File: config.mk
export PLATFORM = sky130hd
export DESIGN_NAME = sha_core
export DESIGN_NICKNAME = d
export VERILOG_FILES = /design/src/hw/rtl/sha_pkg.sv /design/src/hw/rtl/sha_core.sv
export SDC_FILE = /design/constraint.sdc
export NUM_CORES = 2
export LEC_CHECK = 0
export BUFFER_PORTS_ARGS = -buffer_cell sky130_fd_sc_hd__buf_2
export CAP_MARGIN = 40
export CORE_MARGIN = 3
export CORE_UTILIZATION = 31
export DETAILED_ROUTE_END_ITERATION = 8
export GPL_TIMING_DRIVEN = 0
export HOLD_SLACK_MARGIN = 0.05
export PLACE_DENSITY = 0.52
export SYNTH_ARGS = -nofsm -noshare
export SYNTH_HDL_FRONTEND = slang
export SYNTH_SLANG_ARGS = --single-unit
File: constraint.sdc
create_clock -name clk -period 39 [get_ports clk]
set_input_delay 5.85 -clock clk [delete_from_list [all_inputs] [get_ports clk]]
set_output_delay 5.85 -clock clk [all_outputs]
set_load 0.02 [all_outputs]
File: src/hw/rtl/sha_pkg.sv
// ----------------------------------------------------------------------------
// SHA-256 shared definitions
// Round constants, initial hash values and round helper functions.
// ----------------------------------------------------------------------------
package sha_pkg;

  localparam logic [7:0] PAD_BYTE = 8'h80;

  typedef logic [31:0] word_t;

  function automatic word_t round_k(input logic [5:0] r);
    case (r)
      6'd0:  round_k = 32'h428a2f98;  6'd1:  round_k = 32'h71374491;
      6'd2:  round_k = 32'hb5c0fbcf;  6'd3:  round_k = 32'he9b5dba5;
      6'd4:  round_k = 32'h3956c25b;  6'd5:  round_k = 32'h59f111f1;
      6'd6:  round_k = 32'h923f82a4;  6'd7:  round_k = 32'hab1c5ed5;
      6'd8:  round_k = 32'hd807aa98;  6'd9:  round_k = 32'h12835b01;
      6'd10: round_k = 32'h243185be;  6'd11: round_k = 32'h550c7dc3;
      6'd12: round_k = 32'h72be5d74;  6'd13: round_k = 32'h80deb1fe;
      6'd14: round_k = 32'h9bdc06a7;  6'd15: round_k = 32'hc19bf174;
      6'd16: round_k = 32'he49b69c1;  6'd17: round_k = 32'hefbe4786;
      6'd18: round_k = 32'h0fc19dc6;  6'd19: round_k = 32'h240ca1cc;
      6'd20: round_k = 32'h2de92c6f;  6'd21: round_k = 32'h4a7484aa;
      6'd22: round_k = 32'h5cb0a9dc;  6'd23: round_k = 32'h76f988da;
      6'd24: round_k = 32'h983e5152;  6'd25: round_k = 32'ha831c66d;
      6'd26: round_k = 32'hb00327c8;  6'd27: round_k = 32'hbf597fc7;
      6'd28: round_k = 32'hc6e00bf3;  6'd29: round_k = 32'hd5a79147;
      6'd30: round_k = 32'h06ca6351;  6'd31: round_k = 32'h14292967;
      6'd32: round_k = 32'h27b70a85;  6'd33: round_k = 32'h2e1b2138;
      6'd34: round_k = 32'h4d2c6dfc;  6'd35: round_k = 32'h53380d13;
      6'd36: round_k = 32'h650a7354;  6'd37: round_k = 32'h766a0abb;
      6'd38: round_k = 32'h81c2c92e;  6'd39: round_k = 32'h92722c85;
      6'd40: round_k = 32'ha2bfe8a1;  6'd41: round_k = 32'ha81a664b;
      6'd42: round_k = 32'hc24b8b70;  6'd43: round_k = 32'hc76c51a3;
      6'd44: round_k = 32'hd192e819;  6'd45: round_k = 32'hd6990624;
      6'd46: round_k = 32'hf40e3585;  6'd47: round_k = 32'h106aa070;
      6'd48: round_k = 32'h19a4c116;  6'd49: round_k = 32'h1e376c08;
      6'd50: round_k = 32'h2748774c;  6'd51: round_k = 32'h34b0bcb5;
      6'd52: round_k = 32'h391c0cb3;  6'd53: round_k = 32'h4ed8aa4a;
      6'd54: round_k = 32'h5b9cca4f;  6'd55: round_k = 32'h682e6ff3;
      6'd56: round_k = 32'h748f82ee;  6'd57: round_k = 32'h78a5636f;
      6'd58: round_k = 32'h84c87814;  6'd59: round_k = 32'h8cc70208;
      6'd60: round_k = 32'h90befffa;  6'd61: round_k = 32'ha4506ceb;
      6'd62: round_k = 32'hbef9a3f7;  default: round_k = 32'hc67178f2;
    endcase
  endfunction

  function automatic word_t init_hash(input logic [2:0] i);
    case (i)
      3'd0: init_hash = 32'h6a09e667;
      3'd1: init_hash = 32'hbb67ae85;
      3'd2: init_hash = 32'h3c6ef372;
      3'd3: init_hash = 32'ha54ff53a;
      3'd4: init_hash = 32'h510e527f;
      3'd5: init_hash = 32'h9b05688c;
      3'd6: init_hash = 32'h1f83d9ab;
      default: init_hash = 32'h5be0cd19;
    endcase
  endfunction

  function automatic word_t rotr(input word_t x, input int n);
    rotr = (x >> n) | (x << (32 - n));
  endfunction

  // control from the sequencer to the compression core
  typedef struct packed {
    logic       start;   // load working vars from chain value and schedule from block
    logic       round;   // run one round
    logic       fold;    // add working vars into chain value
    logic       reinit;  // reload initial hash values
    logic [5:0] rnd;     // round number
  } core_ctl_t;

endpackage

File: src/hw/rtl/sha_core.sv
// ----------------------------------------------------------------------------
// SHA-256 compression core
// One round unit applied once per cycle while ctl.round is set, rolling 16-word schedule window.
// ----------------------------------------------------------------------------
module sha_core (
  input  logic                    clk,
  input  logic                    rst_n,
  input  sha_pkg::core_ctl_t      ctl,
  input  sha_pkg::word_t [15:0]   block,
  input  logic [2:0]              rd_idx,
  output sha_pkg::word_t          rd_word
);
  import sha_pkg::*;

  word_t [7:0]  chain_r, chain_nxt;
  word_t [7:0]  wv_r, wv_nxt;
  word_t [15:0] win_r, win_nxt;

  word_t w, s0, s1, t1, t2, a, e;

  always_comb begin
    a  = wv_r[0];
    e  = wv_r[4];
    s1 = rotr(win_r[14], 17) ^ rotr(win_r[14], 19) ^ (win_r[14] >> 10);
    s0 = rotr(win_r[1], 7) ^ rotr(win_r[1], 18) ^ (win_r[1] >> 3);
    // window holds w[r..r+15] at index 0..15; shift every round
    w  = (ctl.rnd < 6'd16) ? win_r[0] : win_r[0];
    t1 = wv_r[7] + (rotr(e, 6) ^ rotr(e, 11) ^ rotr(e, 25))
       + ((e & wv_r[5]) ^ (~e & wv_r[6])) + round_k(ctl.rnd) + w;
    t2 = (rotr(a, 2) ^ rotr(a, 13) ^ rotr(a, 22))
       + ((a & wv_r[1]) ^ (a & wv_r[2]) ^ (wv_r[1] & wv_r[2]));
    chain_nxt = chain_r;
    wv_nxt    = wv_r;
    win_nxt   = win_r;
    if (ctl.start) begin
      wv_nxt  = chain_r;
      win_nxt = block;
    end else if (ctl.round) begin
      wv_nxt = {wv_r[6:4], wv_r[3] + t1, wv_r[2:0], t1 + t2};
      // new word w[r+16] = s1(w[r+14]) + w[r+9] + s0(w[r+1]) + w[r]
      win_nxt = {s1 + win_r[9] + s0 + win_r[0], win_r[15:1]};
    end
    if (ctl.fold) begin
      for (int j = 0; j < 8; j++) chain_nxt[j] = chain_r[j] + wv_r[j];
    end
    if (ctl.reinit) begin
      for (int j = 0; j < 8; j++) chain_nxt[j] = init_hash(3'(j));
    end
  end

  always_ff @(posedge clk) begin
    if (!rst_n) begin
      for (int j = 0; j < 8; j++) chain_r[j] <= init_hash(3'(j));
    end else begin
      chain_r <= chain_nxt;
    end
    wv_r  <= wv_nxt;
    win_r <= win_nxt;
  end

  assign rd_word = chain_r[rd_idx];

endmodule

[Yosys cells after proc, flatten, opt, wreduce, memory -nomap -nowiden]
Memory sizes are Yosys's and may differ from the RTL's.
Index checks and enable logic that the tools add are counted.
Storage, ports and cells
  logic and storage cells: 88
  output and inout port bits: 32
  memories: 1
  bits in registers: 1024
  bits of input ports: 527
  memory bits (read-only): 2048
Operators by class
  $add $sub $neg: 18
  magnitude comparators: 1
  muxes and demuxes: 6
  bitwise logic cells: 28
  reduce and logical (&&, ||, !) cells: 2
Memory list
  (no name shown): depth 64, bits a word 32, rd ports 1, clocked after memory_dff 0, write ports 0, line sha_pkg.sv:12  | case (r)
Operator list (number)
  $mux W512: 2
  $add A32 B32 Y32: 18
  $mux W256: 2
  $xor A32 B32 Y32: 9
  $and A32 B32 Y32: 5
  $bmux W32 S3: 1
  $mux W32: 1
  $not A32 Y32: 1
  $or A10 B32 Y32: 1
  $or A13 B32 Y32: 1
  $or A14 B32 Y32: 1
  $or A15 B32 Y32: 1
  $or A19 B32 Y32: 1
  $or A21 B32 Y32: 1
  $or A25 B32 Y32: 1
  $or A26 B32 Y32: 1
  $or A30 B32 Y32: 1
  $or A7 B32 Y32: 1
  $xor A32 B22 Y32: 1
  $xor A32 B29 Y32: 1
  $lt A3 B4 Y1 const B: 1
  $reduce_bool A2 Y1: 1
  $reduce_or A2 Y1: 1
  $not A1 Y1: 1

[Depth between registers and ports, before layout]
  depth in word-level cells: 10
  gate-level depth with buffers: 38
  mapped depth without buffers: 37

[Least setup slack after synthesis]
OpenSTA, ideal clock, no wires.
  kind: input port to flip-flop
  start: in ctl[9] in the netlist's numbering
  end: reg wv_r, in the netlist a[0] (enable)
  path buffers: 3
  setup slack: 22332 ps
  cell stages on the path: 4
  data arrival time: 15845 ps
  library setup time: 823 ps
  required time: 38177 ps
  cell sequence: clkbuf_1 clkbuf_1 clkbuf_1 or2_2
Between the ends
  word-level cells in the longest chain between the ends: 1
RTL lines
  start, declared: line sha_core.sv:8  | input sha_pkg::core_ctl_t ctl,
  $reduce_bool A2 Y1 (no line)
  end signal, assigned: line sha_core.sv:57  | wv_r <= wv_nxt;
  end, declared: line sha_core.sv:16  | word_t [7:0] wv_r, wv_nxt;
No other way between the ends.
A chain may end at the register's enable or synchronous reset.

==> impl_metrics.yaml <==
clocking:
  hold_buffers: 0
  cts_buffer_depth: 3
  clk_pin_slew_ns: 0.06
  cts.sinks: 1024
  insertion_delay_ns: 0.81
  ctsRootBufferMaster: "clkbuf_16"
  cts_setup_buffers: 0
  h-tree-depth: 4
  cts_tree: "done"
  cts-resized-gates: 0
  cts_buffers: 130
grt:
  grt_max_degree: 64
  track_usage_pct: 25.77
  antenna_found_initial: 68
  grt_remaining_overflow: 0
  grt_pass1_wl_mm: 427.2
  grt_pass1_vias: 54338
timing:
  fmax_mhz: 64.54
  hold_viol_final: 0
  period_minus_slack_ns: 15.49
  worst_slew_margin_rel_pct: 31.55
  finalSetupViolCount: 0
  rsz0062_at_grt: "no"
  finalClockSkew_ns: 0.07853
  period_share_pct: 39.73
  worstMarginPinSlew_ns: 1.016
  fin_tns_setup_ns: 0
  finalMaxSlewViolations: 0
detailed_routing:
  ant_nets: 0
  vias_per_cell: 5.435
  routed_wl_mm: 313.0
  wl_per_cell_microns: 29.66
  drt_iter0_drc: 6671
  drc: 0
  vias: 57357
  firstDrtPassIters: 9
die:
  coreArea_sq_um: 225800
  fp.dieH_microns: 483.3
  dieWidth_microns: 483.3
  ios: 559
  dieArea_sq_um: 233600
  initial_core_util_pct: 31.28
  rows: 174
hold_path:
  holdPathEnd: "chain_r[186]"
  hold_class: "reg -> reg"
  worstHoldStart: "chain_r[186]"
  hold_path_depth: 2
cells_and_area:
  areaGrowthSynthToFinish_pct: 17.78
  seqCellArea_sq_um: 28190
  layout.cells.non_filler: 10553
  drive_above_1_share_pct: 22.86
  multiInputGateArea_sq_um: 39450
  fill_cells: 22516
  nNetsFinal: 8551
worst_setup_path:
  critPathLaunchType: "input pin"
  r2r_start: "e[8]"
  path_class: "in -> reg"
  worst_setup_path_end_kind: "flip-flop"
  reg2regPathDepth: 31
  rr_endpoint: "a[31]"
  cp.required_ns: 39.55
  r2r_slack_ns: 29.72
  crit_family: "compound AO/OA/AOI/OAI gates"
  critPathSlowestCell: "o31ai_1"
  cp.arrival_ns: 16.04
  critPathMaxFanout: 10
  timing.critical_path.buf_inv: 9
  slowest_delay_ns: 0.64
run:
  maxCapViolCount: 0
logic_synthesis:
  synth_edf_count: 768
  syn-instance-count: 6629
  synth_area_per_cell_sq_um: 10.65
  synth_nets: 7741
  ys_types: 89
  yosys_register_bits: 1024
  synth-seq-area-share_pct: 39.92
  synth_ff_type: "edfxtp_1"
  netlist_area_sq_um: 70620
  async_flop_share_pct: 0
  yosys_warnings: 0
placement:
  portBuffers: 552
  gp_congestion: 0.9456
  dp_hpwl_mm: 254.9
  dp.cells: 10297
run_status:
  outcome: "completed"
==> Yosys cell counts (32+ instances only) <==
cell	instances	area, sq um
mux4_2	70	1577
nand3_1	82	410.4
a21o_1	210	1577
nand2_1	461	1730
o211ai_1	32	240.2
fa_1	195	3904
o21ai_0	428	2142
edfxtp_1	768	23060
a31oi_1	43	269.0
nor2_1	380	1426
mux2_2	713	8029
clkbuf_1	283	1062
inv_1	477	1790
o21bai_1	37	277.8
and3_1	33	206.5
o21a_1	62	465.5
a211oi_1	55	412.9
xnor2_1	321	2811
buf_1	32	120.1
mux2i_1	90	900.9
xor2_1	229	2006
ha_1	390	4880
nor2b_1	59	369.1
a21oi_1	394	1972
dfxtp_1	256	5125
nor3_1	90	450.4
nand2b_1	64	400.4
==> metal layers <==
| layer | GRT usage [%] | wire (microns) | vias up |
|---|---|---|---|
| li1 | - | - | 25550 |
| met1 | 36.45 | 140200 | 28789 |
| met2 | 38.85 | 135800 | 2543 |
| met3 | 5.888 | 26370 | 449 |
| met4 | 8.176 | 10610 | 26 |
| met5 | 0 | 151 | - |
==> placed cells by master, fill, tap and decap left out, types with 59 or more instances in the layout <==
master	n
edfxtp_1	768
mux2_2	713
buf_2	558
inv_1	477
nand2_1	461
o21ai_0	427
a21oi_1	394
ha_1	390
nor2_1	379
xnor2_1	321
clkbuf_1	302
dfxtp_1	256
xor2_1	229
a21o_1	210
fa_1	195
clkbuf_16	131
nor3_1	90
mux2i_1	90
nand3_1	82
mux4_2	70
nand2b_1	64
o21a_1	62
nor2b_1	59
==> cell type report <==
class                           instances  area share, %
Timing Repair Buffer                  678          5.392
Antenna cell                           23        0.06920
Multi-Input combinational cell       4809          47.43
Buffer                                315          1.461
Clock buffer                          183          4.309
Inverter                              481          2.171
Clock inverter                         48         0.7778
Tap cell                             2992          4.501
Sequential cell                      1024          33.89
==> through the flow <==
stage / cell area [sq um] / utilization, % / hold WS, ns / setup WS (ns)
5_1_grt: 83150 / 36.83 / 0.5233 / 22.95
3_5_place_dp: 78860 / 34.93 / 0.4968 / 23.03
3_3_place_gp: 77120 / 34.16 / 0.4830 / 14.63
2_1_floorplan: 70620 / - / 0.4515 / 22.33
6_report: 83170 / 36.84 / 0.5119 / 23.51
4_1_cts: 83090 / 36.80 / 0.5037 / 23.84
==> sequential cells by signal, indices dropped and copies added, names as in the netlist <==
signal / flops
a: 32
chain_r: 256
e: 32
w: 32
win_r: 480
wv_r: 192
==> worst min-delay path: cells and delay by family (launching register included) <==
kind / cells / cell delay, ns
simple gates: 1 / 0.06
compound gates: 1 / 0.07
flops: 1 / 0.34
==> worst max path at each step <==
stage                     startpoint  endpoint  slack, ns  cells past startpoint
final                         ctl[2]     a[30]      23.51                     37
after global routing          ctl[2]     a[30]      22.95                     37
after CTS                     ctl[2]     a[31]      23.84                     40
after detailed placement      ctl[2]     a[31]      23.03                     40
after global placement        ctl[9]     w[31]      14.63                      4
after floorplan               ctl[9]      a[0]      22.33                      4
==> cells by family after synthesis <==
kind of cell    Yosys count  share of synthesized area, %
flops                  1024                         39.92
compound gates         1525                         13.60
mux                     873                         14.88
xor+xnor                550                         6.822
fa+ha+maj               589                         12.50
buf+inv                 796                         4.231
simple gates           1272                         8.057
Power is not shown: default switching activity piles up to over one toggle a cycle in this logic, so the estimate is an artifact.
